[config.mk]
export PLATFORM = sky130hd
export DESIGN_NAME = text_whitespace_normalizer
export DESIGN_NICKNAME = d
export VERILOG_FILES = /design/src/hdl/twn_pkg.sv /design/src/hdl/twn_front.sv /design/src/hdl/twn_queue.sv /design/src/hdl/twn_back.sv /design/src/hdl/text_whitespace_normalizer.sv
export SDC_FILE = /design/constraint.sdc
export NUM_CORES = 1
export LEC_CHECK = 0
export BUFFER_PORTS_ARGS = -buffer_cell sky130_fd_sc_hd__clkbuf_2
export CAP_MARGIN = 20
export CORE_MARGIN = 5
export CORE_UTILIZATION = 55
export DETAILED_ROUTE_END_ITERATION = 16
export GPL_TIMING_DRIVEN = 0
export PLACE_DENSITY = 0.76
export SLEW_MARGIN = 20
export SYNTH_ARGS = -nofsm -noshare
export SYNTH_HDL_FRONTEND = slang
export SYNTH_SLANG_ARGS = --single-unit
[constraint.sdc]
create_clock -name clk -period 6.5 [get_ports clk]
set_input_delay 0 -clock clk [delete_from_list [all_inputs] [get_ports clk]]
set_output_delay 0 -clock clk [all_outputs]
set_load 0.02 [all_outputs]
[src/hdl/twn_pkg.sv]
`timescale 1ns / 1ps
// shared types and constants for the text whitespace normalizer
// no dependencies

package twn_pkg;

  // character codes
  localparam logic [7:0] CH_NUL   = 8'h00;
  localparam logic [7:0] CH_TAB   = 8'h09;
  localparam logic [7:0] CH_LF    = 8'h0A;
  localparam logic [7:0] CH_VT    = 8'h0B;
  localparam logic [7:0] CH_FF    = 8'h0C;
  localparam logic [7:0] CH_CR    = 8'h0D;
  localparam logic [7:0] CH_SPACE = 8'h20;

  // input operation codes
  localparam logic OP_BYTE = 1'b0;
  localparam logic OP_END  = 1'b1;

  // pending newline bound and counter width
  localparam int unsigned NL_W = 6;
  localparam logic [NL_W-1:0] NL_MAX = NL_W'(32);

  // command queue between front and back
  localparam int unsigned QDEPTH = 4;
  localparam int unsigned QAW    = $clog2(QDEPTH);

  typedef struct packed {
    logic       operation;
    logic [7:0] byte_in;
  } in_t;

  typedef struct packed {
    logic [7:0] byte_out;
    logic       byte_valid;
    logic       end_of_output;
  } out_t;

  // one queued job: end marker, or a visible byte with its prefix
  typedef struct packed {
    logic            is_end;
    logic            space;
    logic [NL_W-1:0] nl_count;
    logic [7:0]      byte_val;
  } cmd_t;

  // queue status seen by front and back
  typedef struct packed {
    logic empty;
    logic full;
  } q_stat_t;

endpackage

[src/hdl/twn_front.sv]
`timescale 1ns / 1ps
// front part: accepts input bytes, tracks whitespace state, queues jobs
// depends on twn_pkg

module twn_front (
  input  logic            clk,
  input  logic            rst,
  input  logic            in_valid,
  output logic            in_ready,
  input  twn_pkg::in_t    in_data,
  input  twn_pkg::q_stat_t q_stat,
  output logic            push,
  output twn_pkg::cmd_t   push_cmd
);

  logic            after_space;
  logic            after_newline;
  logic            space_pending;
  logic [twn_pkg::NL_W-1:0] newlines_pending;

  logic accept;
  logic is_skip;
  logic is_nl;
  logic is_sp;
  logic is_vis;

  // classify the incoming byte
  always_comb begin
    is_skip = (in_data.byte_in == twn_pkg::CH_NUL) || (in_data.byte_in == twn_pkg::CH_CR);
    is_nl   = (in_data.byte_in == twn_pkg::CH_LF);
    is_sp   = (in_data.byte_in == twn_pkg::CH_SPACE) || (in_data.byte_in == twn_pkg::CH_TAB) ||
              (in_data.byte_in == twn_pkg::CH_FF) || (in_data.byte_in == twn_pkg::CH_VT);
    is_vis  = !is_skip && !is_nl && !is_sp;
  end

  assign in_ready = !q_stat.full;
  assign accept   = in_valid && in_ready;

  // job for the back part
  assign push = accept && ((in_data.operation == twn_pkg::OP_END) || is_vis);
  always_comb begin
    push_cmd.is_end   = (in_data.operation == twn_pkg::OP_END);
    push_cmd.space    = space_pending;
    push_cmd.nl_count = newlines_pending;
    push_cmd.byte_val = in_data.byte_in;
  end

  // whitespace state
  always_ff @(posedge clk) begin
    if (rst) begin
      after_space      <= 1'b1;
      after_newline    <= 1'b0;
      space_pending    <= 1'b0;
      newlines_pending <= '0;
    end else if (accept) begin
      if (in_data.operation == twn_pkg::OP_END) begin
        after_space      <= 1'b1;
        after_newline    <= 1'b0;
        space_pending    <= 1'b0;
        newlines_pending <= '0;
      end else if (is_nl) begin
        space_pending <= 1'b0;
        if (!after_newline && (newlines_pending < twn_pkg::NL_MAX)) begin
          newlines_pending <= newlines_pending + 1'b1;
        end
        after_space   <= 1'b1;
        after_newline <= 1'b1;
      end else if (is_sp) begin
        after_newline <= 1'b0;
        if (!after_space) begin
          space_pending <= 1'b1;
          after_space   <= 1'b1;
        end
      end else if (is_vis) begin
        after_newline    <= 1'b0;
        after_space      <= 1'b0;
        space_pending    <= 1'b0;
        newlines_pending <= '0;
      end
    end
  end

endmodule

[src/hdl/twn_queue.sv]
`timescale 1ns / 1ps
// short job queue between front and back parts
// depends on twn_pkg

module twn_queue (
  input  logic             clk,
  input  logic             rst,
  input  logic             push,
  input  twn_pkg::cmd_t    push_cmd,
  input  logic             pop,
  output twn_pkg::cmd_t    head,
  output twn_pkg::q_stat_t stat
);

  twn_pkg::cmd_t        entries [twn_pkg::QDEPTH];
  logic [twn_pkg::QAW-1:0] wr_ptr;
  logic [twn_pkg::QAW-1:0] rd_ptr;
  logic [twn_pkg::QAW:0]   count;

  assign stat.empty = (count == '0);
  assign stat.full  = (count == (twn_pkg::QAW+1)'(twn_pkg::QDEPTH));
  assign head       = entries[rd_ptr];

  // entry storage
  always_ff @(posedge clk) begin
    if (push) begin
      entries[wr_ptr] <= push_cmd;
    end
  end

  // pointers and fill count
  always_ff @(posedge clk) begin
    if (rst) begin
      wr_ptr <= '0;
      rd_ptr <= '0;
      count  <= '0;
    end else begin
      if (push) begin
        wr_ptr <= wr_ptr + 1'b1;
      end
      if (pop) begin
        rd_ptr <= rd_ptr + 1'b1;
      end
      if (push && !pop) begin
        count <= count + 1'b1;
      end else if (pop && !push) begin
        count <= count - 1'b1;
      end
    end
  end

endmodule

[src/hdl/twn_back.sv]
`timescale 1ns / 1ps
// back part: expands each queued job into output transfers
// depends on twn_pkg

module twn_back (
  input  logic             clk,
  input  logic             rst,
  input  twn_pkg::cmd_t    head,
  input  twn_pkg::q_stat_t q_stat,
  output logic             pop,
  output logic             out_valid,
  input  logic             out_ready,
  output twn_pkg::out_t    out_data
);

  logic [twn_pkg::NL_W-1:0] sent;
  logic [twn_pkg::NL_W-1:0] prefix_len;
  logic [7:0]               prefix_ch;
  logic                     advance;
  logic                     step;
  logic                     in_prefix;
  twn_pkg::out_t            res;

  assign advance = out_ready || !out_valid;
  assign step    = advance && !q_stat.empty;

  // next result of the job at the queue head
  always_comb begin
    prefix_len = head.space ? twn_pkg::NL_W'(1) : head.nl_count;
    prefix_ch  = head.space ? twn_pkg::CH_SPACE : twn_pkg::CH_LF;
    in_prefix  = !head.is_end && (sent < prefix_len);
    if (head.is_end) begin
      res.byte_out      = 8'h00;
      res.byte_valid    = 1'b0;
      res.end_of_output = 1'b1;
    end else if (in_prefix) begin
      res.byte_out      = prefix_ch;
      res.byte_valid    = 1'b1;
      res.end_of_output = 1'b0;
    end else begin
      res.byte_out      = head.byte_val;
      res.byte_valid    = 1'b1;
      res.end_of_output = 1'b0;
    end
  end

  assign pop = step && !in_prefix;

  // output register and prefix counter
  always_ff @(posedge clk) begin
    if (rst) begin
      out_valid <= 1'b0;
      sent      <= '0;
    end else if (step) begin
      out_valid <= 1'b1;
      if (in_prefix) begin
        sent <= sent + 1'b1;
      end else begin
        sent <= '0;
      end
    end else if (advance) begin
      out_valid <= 1'b0;
    end
  end

  always_ff @(posedge clk) begin
    if (step) begin
      out_data <= res;
    end
  end

endmodule

[src/hdl/text_whitespace_normalizer.sv]
`timescale 1ns / 1ps
// top level of the text whitespace normalizer
// depends on twn_pkg, twn_front, twn_queue, twn_back
//
//   channel | handshake          | payload
//   --------+--------------------+-------------------------------
//   input   | in_valid/in_ready  | in_data  (operation, byte_in)
//   output  | out_valid/out_ready| out_data (byte_out, byte_valid, end_of_output)
//
// an input transfer is taken every cycle while the 4-entry job queue has room
// a visible byte with k pending newlines (or one pending space) gives k+1 or 2 output
// transfers at one per cycle from the back part unless out_ready stalls it; the end
// marker gives one; whitespace, cr and nul bytes queue nothing
// rst is synchronous and clears state, queue pointers and output valid at once
// a stalled output holds the back part while the front keeps filling the queue

module text_whitespace_normalizer (
  input  logic          clk,
  input  logic          rst,
  input  logic          in_valid,
  output logic          in_ready,
  input  twn_pkg::in_t  in_data,
  output logic          out_valid,
  input  logic          out_ready,
  output twn_pkg::out_t out_data
);

  twn_pkg::q_stat_t q_stat;
  twn_pkg::cmd_t    push_cmd;
  twn_pkg::cmd_t    head;
  logic             push;
  logic             pop;

  // classification and state
  twn_front u_front (
    .clk      (clk),
    .rst      (rst),
    .in_valid (in_valid),
    .in_ready (in_ready),
    .in_data  (in_data),
    .q_stat   (q_stat),
    .push     (push),
    .push_cmd (push_cmd)
  );

  // job queue
  twn_queue u_queue (
    .clk      (clk),
    .rst      (rst),
    .push     (push),
    .push_cmd (push_cmd),
    .pop      (pop),
    .head     (head),
    .stat     (q_stat)
  );

  // result expansion
  twn_back u_back (
    .clk       (clk),
    .rst       (rst),
    .head      (head),
    .q_stat    (q_stat),
    .pop       (pop),
    .out_valid (out_valid),
    .out_ready (out_ready),
    .out_data  (out_data)
  );

endmodule

==> results of run 1 <==
## metal layers
layer	GRT usage, %	vias to the layer above	wire length, um
met3	4.21	14	398
met1	22.4	1224	3250
li1	-	1218	-
met4	6.39	0	158
met2	26.8	61	3640
met5	0	-	0
## cell usage after synthesis (2+ instances only)
master     n
edfxtp_1  74
dfxtp_1   25
nor2_1    18
nand2_1   17
a21oi_1   14
mux4_2    13
ha_1      12
inv_1     10
nand3_1   10
nor3_1    10
o21ai_0    9
clkbuf_1   7
mux2i_1    7
nor2b_1    7
and3_1     6
nand4_1    4
xor2_1     4
mux4_1     3
nand4b_1   3
nor4_1     3
o21a_1     3
or3_1      3
a211o_1    2
a311oi_1   2
mux2_1     2
nand2b_1   2
nand3b_1   2
or2_2      2
## worst min-delay path, cell delays in order
cell and delay, ps:
clkbuf_2 100, nand2_1 150, o21ai_0 110
## state kept, by name (all words and copies together), names as in the netlist, 2 cells and up, named ones only
register                  count
u_back.out_data              10
u_back.sent                   6
u_front.newlines_pending      6
u_queue.count                 3
u_queue.entries              64
u_queue.rd_ptr                2
u_queue.wr_ptr                2
## power by group through the flow
stage	clock network, mW	logic [mW]	registers (mW)
after CTS	0.386	0.467	0.816
after global routing	0.421	0.510	0.825
after floorplan	0	0.299	0.868
after global placement	0	0.449	0.825
after detailed placement	0	0.460	0.830
final	0.380	0.458	0.814
## how the worst max path moves through the flow
stage	start	endpoint	slack [ps]
floorplan	register	u_queue.count[2]	2780
global placement	register	u_queue.count[2]	2250
detailed placement	register	u_queue.count[2]	2150
CTS	register	u_queue.count[2]	2090
global route	register	u_queue.count[2]	1860
finish	register	u_queue.count[2]	2170
## repair_timing
action                                 4_1_cts  5_1_grt
endpoints found under the hold margin       37        0
hold buffers                                10        0
buffers inserted                             0        0
## cells by family (layout without fill, tap and decap cells)
family,Yosys count,count (layout),share of synthesized area (%)
DFF,99,99,64.2
buffers and inverters,19,68,1.89
AOI/OAI and AO/OA,42,42,6.70
xor gates and xnor gates,4,4,0.826
muxes,25,25,11.0
adders and majority gates,13,13,4.01
and+or+nand+nor,92,92,11.4
## area by class of cell
| type | instances | share of cell area, % |
|---|---|---|
| Buffer | 9 | 0.891 |
| Tap cell | 102 | 2.67 |
| Inverter | 10 | 0.786 |
| Timing Repair Buffer | 33 | 4.51 |
| Multi-Input combinational cell | 176 | 30.1 |
| Sequential cell | 99 | 57.0 |
| Clock inverter | 6 | 1.34 |
| Clock buffer | 10 | 2.67 |
==> flow_summary.toml, run 1 <==
[logic_synthesis]
ys_seq_elements = 99
synth.largest_area_cell = "edfxtp_1"
ys.flop_type = "edfxtp_1"
yosysUniqueCellTypes = 48
synth_cells = 294
syn_area_sq_um = 4240
synth_warnings = 0
synth_enable_flop_cells = 74
synth.top_cells.by_area = "edfxtp_1, dfxtp_1, mux4_2"
avgSynthCellArea_sq_um = 14.4
synth_nets = 320
async_flop_share_pct = 0
ys_seq_area_share_pct = 64.2
synth_top_cell_area_share_pct = 52.4

[place]
dp_slack_ps = 2150
place_inst = 419
placed_area_sq_um = 4480
gp_congestion = 0.836
place_hpwl_um = 5210
port-buffer-count = 23

[drt]
drc_errors = 0
viasPerCell = 5.66
drt_iter0_drc = 177
ant_nets = 0
num_vias = 2517
wire_per_inst_um = 16.7
dr.pass1.iters = 4
drt_wl_total_um = 7450

[sta]
final.setup_skew_ps = 7.33
drv_slew = 0
hold_slack_ps = 52.3
fin_tns_setup_ps = 0
max_slew_margin_pct = 40.8
worst_pin_slew_ps = 888
setup_viol = 0
hold_violations = 0
setup_ws_ps = 2170
rsz0062_at_grt = "no"
fin_crit_ps = 4330
fmax_mhz = 231
finalCritPeriodShare_pct = 66.7

[power]
power.switching_mw = 0.511
vdd_drop_max_uv = 134
internal_power_mw = 1.14
clock_power_share_pct = 23.0
p_sw_share_pct = 30.9
p_comb_share_pct = 27.7
seq_power_share_pct = 49.3
p_per_area_nw_per_um2 = 346
leakagePower_nw = 1.71
p_total_mw = 1.65

[final_layout]
fin_util_pct = 62.7
syn2layout_area_growth_pct = 12.6
fin_cells = 445
final_cell_mix = "edfxtp_1, dfxtp_1, clkbuf_2"
drive_above_1_share_pct = 17.2
fin_area_sq_um = 4770
fillers = 579
insertedDiodeCount = 0
multi_input_area_sq_um = 1440
regArea_sq_um = 2720
layout_commonest_cell = "edfxtp_1"
num-nets-final = 364

[global_route]
grt_antenna_before_repair = 0
grt_use_total_pct = 16.8
grt_pass1_wl_um = 12500
grt_pass1_vias = 2465
grt_overflow = 0
grt_max_degree = 17

[critical_path]
required_ps = 6780
crit_family = "compound AO/OA/AOI/OAI gates"
r2r_cells = 16
crit_type = "reg -> reg"
crit_slowest_cell = "clkbuf_1"
path_cells = "clkbuf_1 > clkbuf_1 > mux4_2 > nand2_1 > ha_1 > a211o_1 > a211o_1 > a21oi_4 > nor2_4 > inv_1 > ha_1 > inv_1 > fa_1 > xor2_1 > or3_1 > a21oi_1"
worstPathArrival_ps = 4620
rrSetupSlack_ps = 2170
startpoint_type = "register"
cp-end-kind = "register"
crit_fanout = 10
cp_num_buf_inv = 4
cpPeakStageDelay_ps = 560
path_depth = 16
worstReg2RegEnd = "u_queue.count[2]"

[clocking]
htreeDepth = 3
clock-root-buffer = "clkbuf_8"
ctsResizeCount = 0
clk_pin_slew_worst_paths_ps = 90
clockBufferDepth = 2
worstSkewPairLatency_ps = 350
cts_buffers = 9
cts_tree = "built"
clkSinkCount = 99

[die]
rows = 32
io_pins = 25
die_area_sq_um = 9560
core-area_sq_um = 7610
die_h_um = 97.8
die_x_um = 97.8
initial_core_util_pct = 55.7

[min_path]
hold-path-endpoint = "u_front.after_space"
holdPathStages = 3
hp-class = "in -> reg"
hp-start = "in_valid"

[status]
outcome = "completed"

[run]
drv_cap = 0
Power figures use the tool's default switching activity.
==> run 2, diff against run 1 <==
--- a/config.mk
+++ b/config.mk
@@ -8,10 +8,10 @@
 export BUFFER_PORTS_ARGS = -buffer_cell sky130_fd_sc_hd__clkbuf_2
 export CAP_MARGIN = 20
 export CORE_MARGIN = 5
-export CORE_UTILIZATION = 55
+export CORE_UTILIZATION = 54
 export DETAILED_ROUTE_END_ITERATION = 16
 export GPL_TIMING_DRIVEN = 0
-export PLACE_DENSITY = 0.76
+export PLACE_DENSITY = 0.78
 export SLEW_MARGIN = 20
 export SYNTH_ARGS = -nofsm -noshare
 export SYNTH_HDL_FRONTEND = slang
==> constraint.sdc (replaced) <==
create_clock -name clk -period 3.6 [get_ports clk]
set_input_delay 0 -clock clk [delete_from_list [all_inputs] [get_ports clk]]
set_output_delay 0 -clock clk [all_outputs]
set_load 0.02 [all_outputs]
==> run 2 against run 1 <==
  * Non-clock buffer count is 15 higher
  * Cell count increased by 3.4%
  * Sequential share of layout area decreased by 2.3 points
  * Sequential power up 82%
  * Clock skew is 2.0 ps higher
  * Power increased by 89%
  * Worst hold slack improved by 12 ps
  * Combinational power rose by 120%
  * Critical endpoint unchanged
  * Largest cell class unchanged
  * Highest routed layer unchanged
==> flow_summary.toml, run 2 (synthesis gave the netlist of run 1 again) <==
[status]
outcome = "completed"

[die]
die_h_um = 98.6
initial_core_util_pct = 55.1
die_area_sq_um = 9720
io_pins = 25
core-area_sq_um = 7690
rows = 32
die_x_um = 98.6

[sta]
drv_slew = 0
fin_crit_ps = 3560
setup_ws_ps = 38.0
hold_violations = 0
worst_pin_slew_ps = 870
setup_viol = 0
finalCritPeriodShare_pct = 98.9
final.setup_skew_ps = 9.31
max_slew_margin_pct = 42.0
fmax_mhz = 281
rsz0062_at_grt = "yes"

[place]
gp_congestion = 0.853
dp_slack_ps = -517
placed_area_sq_um = 4490
port-buffer-count = 23
place_hpwl_um = 5180

[final_layout]
largest_reg_flops = 64
final_cell_mix = "edfxtp_1, clkbuf_2, dfxtp_1"
insertedDiodeCount = 0
drive_above_1_share_pct = 26.0
fillers = 568
fin_util_pct = 64.8
top_regs = "u_queue.entries: 64 flops, u_back.out_data: 10 flops"
layout_commonest_cell = "edfxtp_1"
regMostFlops = "u_queue.entries"
num-nets-final = 379
syn2layout_area_growth_pct = 17.5
fin_area_sq_um = 4980

[power]
seq_power_share_pct = 47.2
p_comb_share_pct = 31.7
clock_power_share_pct = 21.0
power.switching_mw = 1.01
p_per_area_nw_per_um2 = 628
p_sw_share_pct = 32.2
leakagePower_nw = 1.79
internal_power_mw = 2.12
vdd_drop_max_uv = 287
p_total_mw = 3.13

[critical_path]
worstPathArrival_ps = 3850
crit_type = "reg -> reg"
required_ps = 3890
cp-end-kind = "register"
startpoint_type = "register"
crit_fanout = 4

[clocking]
clk_pin_slew_worst_paths_ps = 100
cts_buffers = 9
clkSinkCount = 99
cts_tree = "built"
htreeDepth = 3
clock-root-buffer = "clkbuf_8"
clockBufferDepth = 2
worstSkewPairLatency_ps = 360

[min_path]
hp-class = "in -> reg"

[drt]
viasPerCell = 5.65
ant_nets = 0
met1_length_um = 3350
wire_per_inst_um = 17.1
drt_wl_total_um = 7880
num_vias = 2601
drc_errors = 0
dr.pass1.iters = 4
wl_met2_um = 3940
wl_met3_um = 435
drt_iter0_drc = 144
top_layer = "met4"

[global_route]
grt_pass1_wl_um = 12800
grt_use_total_pct = 17.0
grt_overflow = 0
grt_pass1_vias = 2544
grt_antenna_before_repair = 0
grt_max_degree = 19

[run]
drv_cap = 0
## run 2: critical path, stage by stage, from the launching register on
cell,delay (ps)
dfxtp_2,330
buf_6,120
buf_12,110
mux4_2,520
nand2_2,100
ha_4,200
a211o_1,310
a211o_1,310
a21oi_4,170
nor2_4,60
inv_2,70
ha_4,130
inv_2,40
fa_2,370
xor2_2,150
or3_1,360
a21oi_2,140
## run 2: area by class of cell
| type | instances | area (sq um) | area share (%) |
|---|---|---|---|
| Inverter | 10 | 40.0 | 0.804 |
| Sequential cell | 99 | 2730 | 54.7 |
| Tap cell | 102 | 128 | 2.56 |
| Timing Repair Buffer | 49 | 339 | 6.81 |
| Clock inverter | 7 | 60.1 | 1.21 |
| Multi-Input combinational cell | 176 | 1510 | 30.3 |
| Buffer | 8 | 57.6 | 1.16 |
| Clock buffer | 9 | 124 | 2.49 |
## run 2: final timing paths
path | start | endpoint | slack [ps] | cells past startpoint
max reg2reg | register | u_queue.count[2] | 40 | 16
min | in_valid | u_front.after_space | 60 | 3
min reg2reg | u_back.out_valid | u_back.out_valid | 480 | 2
max | register | u_queue.count[2] | 40 | 16
## run 2: power by group through the flow
stage          clock (mW)  combinational (mW)  sequential [mW]
6_report            0.658               0.992             1.48
5_1_grt             0.730                1.09             1.50
2_1_floorplan           0               0.546             1.57
3_3_place_gp            0               0.815             1.49
3_5_place_dp            0               0.829             1.50
4_1_cts             0.676               0.923             1.48
## run 2: what timing repair did
item / CTS / global route
hold endpoints to repair: 37 / 0
buffers inserted: 12 / 4
resized for setup: 10 / 11
endpoints found under the setup margin: 2 / 1
pin swaps: 4 / 9
hold buffers: 10 / 0
## run 2: per-layer routing
metal / global-route usage [%] / up-vias
met5: 0 / -
met4: 7.67 / 0
met3: 2.83 / 14
met2: 27.2 / 64
met1: 23.0 / 1271
li1: - / 1252
## run 2: per-stage QoR
| step | TNS, ps | hold slack [ps] | instances |
|---|---|---|---|
| after global placement | -514 | 242 | 419 |
| after CTS | 0 | 42.6 | 456 |
| after global routing | -85.8 | 66.2 | 460 |
| after floorplan | 0 | 98.9 | 294 |
| final | 0 | 64.3 | 460 |
| after detailed placement | -685 | 262 | 419 |
==> run 3, diff against run 2 <==
==> constraint.sdc (replaced) <==
create_clock -name clk -period 3.15 [get_ports clk]
set_input_delay 0 -clock clk [delete_from_list [all_inputs] [get_ports clk]]
set_output_delay 0 -clock clk [all_outputs]
set_load 0.02 [all_outputs]
==> run 3 against run 2 <==
  * The run now ends with setup timing left
  * Utilization is essentially flat
  * Clock-buffer cell count is the same
  * Worst setup slack lost 370 ps
  * Via count shrank 0.69%
  * Register-to-register slack lost 370 ps
  * Critical path depth is the same
  * Flip-flop and latch count is the same
  * Maximum frequency grew 2.2%
  * Clock skew grew 5.6 ps
  * Critical endpoint unchanged
  * Largest cell class unchanged
  * Highest routed layer unchanged
==> flow_summary.toml, run 3 (synthesis gave the netlist of run 1 again) <==
[status]
violations = "setup timing"
outcome = "finished, violations left"

[run]
drv_cap = 0

[global_route]
grt_overflow = 0
met2_usage_pct = 27.0
global_route.usage.met1_pct = 23.7
grt_util_met3_pct = 3.54
top_usage_layer = "met2"
grt_pass1_vias = 2527
grt_pass1_wl_um = 12900
grt_antenna_before_repair = 0
grt_use_total_pct = 17.0
grt_max_degree = 20

[final_layout]
syn2layout_area_growth_pct = 17.6
fin_area_sq_um = 4980
top_regs = "u_queue.entries: 64 flops, u_back.out_data: 10 flops"
regMostFlops = "u_queue.entries"
num-nets-final = 380
layout_commonest_cell = "edfxtp_1"
largest_reg_flops = 64
fin_util_pct = 64.8
regArea_sq_um = 2730
fillers = 544
final_cell_mix = "edfxtp_1, clkbuf_2, dfxtp_1"
drive_above_1_share_pct = 26.2
multi_input_area_sq_um = 1500
insertedDiodeCount = 0

[clocking]
clock-root-buffer = "clkbuf_8"
clk_pin_slew_worst_paths_ps = 110
clkSinkCount = 99
cts_buffers = 9
worstSkewPairLatency_ps = 360
clockBufferDepth = 2
cts_tree = "built"
htreeDepth = 3

[die]
die_area_sq_um = 9720
initial_core_util_pct = 55.1
io_pins = 25
rows = 32
die_x_um = 98.6
core-area_sq_um = 7690
die_h_um = 98.6

[drt]
dr.pass1.iters = 4
drc_errors = 0
num_vias = 2583
drt_iter0_drc = 158
viasPerCell = 5.60
ant_nets = 0
wire_per_inst_um = 17.0
drt_wl_total_um = 7850

[critical_path]
startpoint_type = "register"
path_depth = 16
worstPathArrival_ps = 3770
crit_fanout = 6
crit_type = "reg -> reg"
crit_family = "compound AO/OA/AOI/OAI gates"
r2r_cells = 16
cp-end-kind = "register"
crit_slowest_cell = "mux4_2"
worstReg2RegEnd = "u_queue.count[2]"
required_ps = 3440
cp_num_buf_inv = 4
path_cells = "buf_8 > mux4_2 > inv_4 > nand2_4 > ha_4 > a211o_1 > a211o_1 > a21oi_4 > nor2_4 > inv_2 > ha_4 > inv_2 > fa_2 > xor2_1 > or3_1 > a21oi_2"
cpPeakStageDelay_ps = 540
worstSetupEndpoint = "u_queue.count[2]"
rrSetupSlack_ps = -330

[power]
power.switching_mw = 1.18
p_per_area_nw_per_um2 = 725
leakagePower_nw = 1.81
internal_power_mw = 2.44
seq_power_share_pct = 46.8
clock_power_share_pct = 21.5
p_comb_share_pct = 31.7
p_sw_share_pct = 32.6
vdd_drop_max_uv = 378

[sta]
hold_violations = 0
drv_slew = 0
setup_ws_ps = -334
fin_crit_ps = 3480
fmax_mhz = 287
final.setup_skew_ps = 14.9
worst_pin_slew_ps = 911
fin_tns_setup_ps = -362
rsz0062_at_grt = "yes"
max_slew_margin_pct = 39.3
hold_slack_ps = 21.7
finalCritPeriodShare_pct = 111
setup_viol = 2

[place]
placed_area_sq_um = 4500
gp_congestion = 0.838
place_hpwl_um = 5170
port-buffer-count = 23
dp_slack_ps = -872

[min_path]
hp-class = "in -> reg"
## run 3: routing by layer
layer  share of wire, %  wire length [um]
met2                 49              3820
met4                2.1               163
met3                5.2               407
met5                  0                 0
met1                 44              3450
## run 3: worst min path at each step
| stage | startpoint | depth (start not counted) | endpoint |
|---|---|---|---|
| finish | in_data[2] | 1 | u_queue.entries[2][2] |
| floorplan | in_data[0] | 0 | u_queue.entries[0][0] |
| CTS | in_data[2] | 1 | u_queue.entries[2][2] |
| global placement | in_data[1] | 1 | u_queue.entries[2][1] |
| global route | in_data[2] | 1 | u_queue.entries[3][2] |
| detailed placement | in_data[1] | 1 | u_queue.entries[2][1] |
## run 3: area by class of cell
class / count / area share [%]
multi-input combinational: 176 / 30.1
tap: 102 / 2.56
sequential: 99 / 54.7
timing repair buffer: 50 / 6.83
buffer: 8 / 1.23
clock buffer: 9 / 2.48
inverter: 10 / 0.803
clock inverter: 7 / 1.33
## run 3: power by group through the flow
stage	sequential (mW)	combinational [mW]	clock, mW
floorplan	1.79	0.630	0
global placement	1.70	0.944	0
detailed placement	1.71	0.963	0
CTS	1.69	1.11	0.791
global route	1.71	1.25	0.857
finish	1.69	1.14	0.778
## run 3: repair_timing
item,4_1_cts,5_1_grt
setup endpoints to repair,4,2
endpoints found under the hold margin,33,0
pin swaps,8,4
setup buffers,15,3
resized for setup,12,5
hold buffers,9,0
## run 3: worst register-to-register path, delay by kind of cell, from the launching register on
kind / cells / cell delay (ps)
mux: 1 / 540
fa+ha+maj: 3 / 650
flops: 1 / 340
buf+inv: 4 / 340
xor+xnor: 1 / 160
compound gates: 4 / 930
simple gates: 3 / 460
## run 3: through the flow
stage | std cells | power (mW)
after floorplan | 294 | 2.42
after global placement | 419 | 2.65
after detailed placement | 419 | 2.68
after CTS | 458 | 3.59
after global routing | 461 | 3.82
final | 461 | 3.61
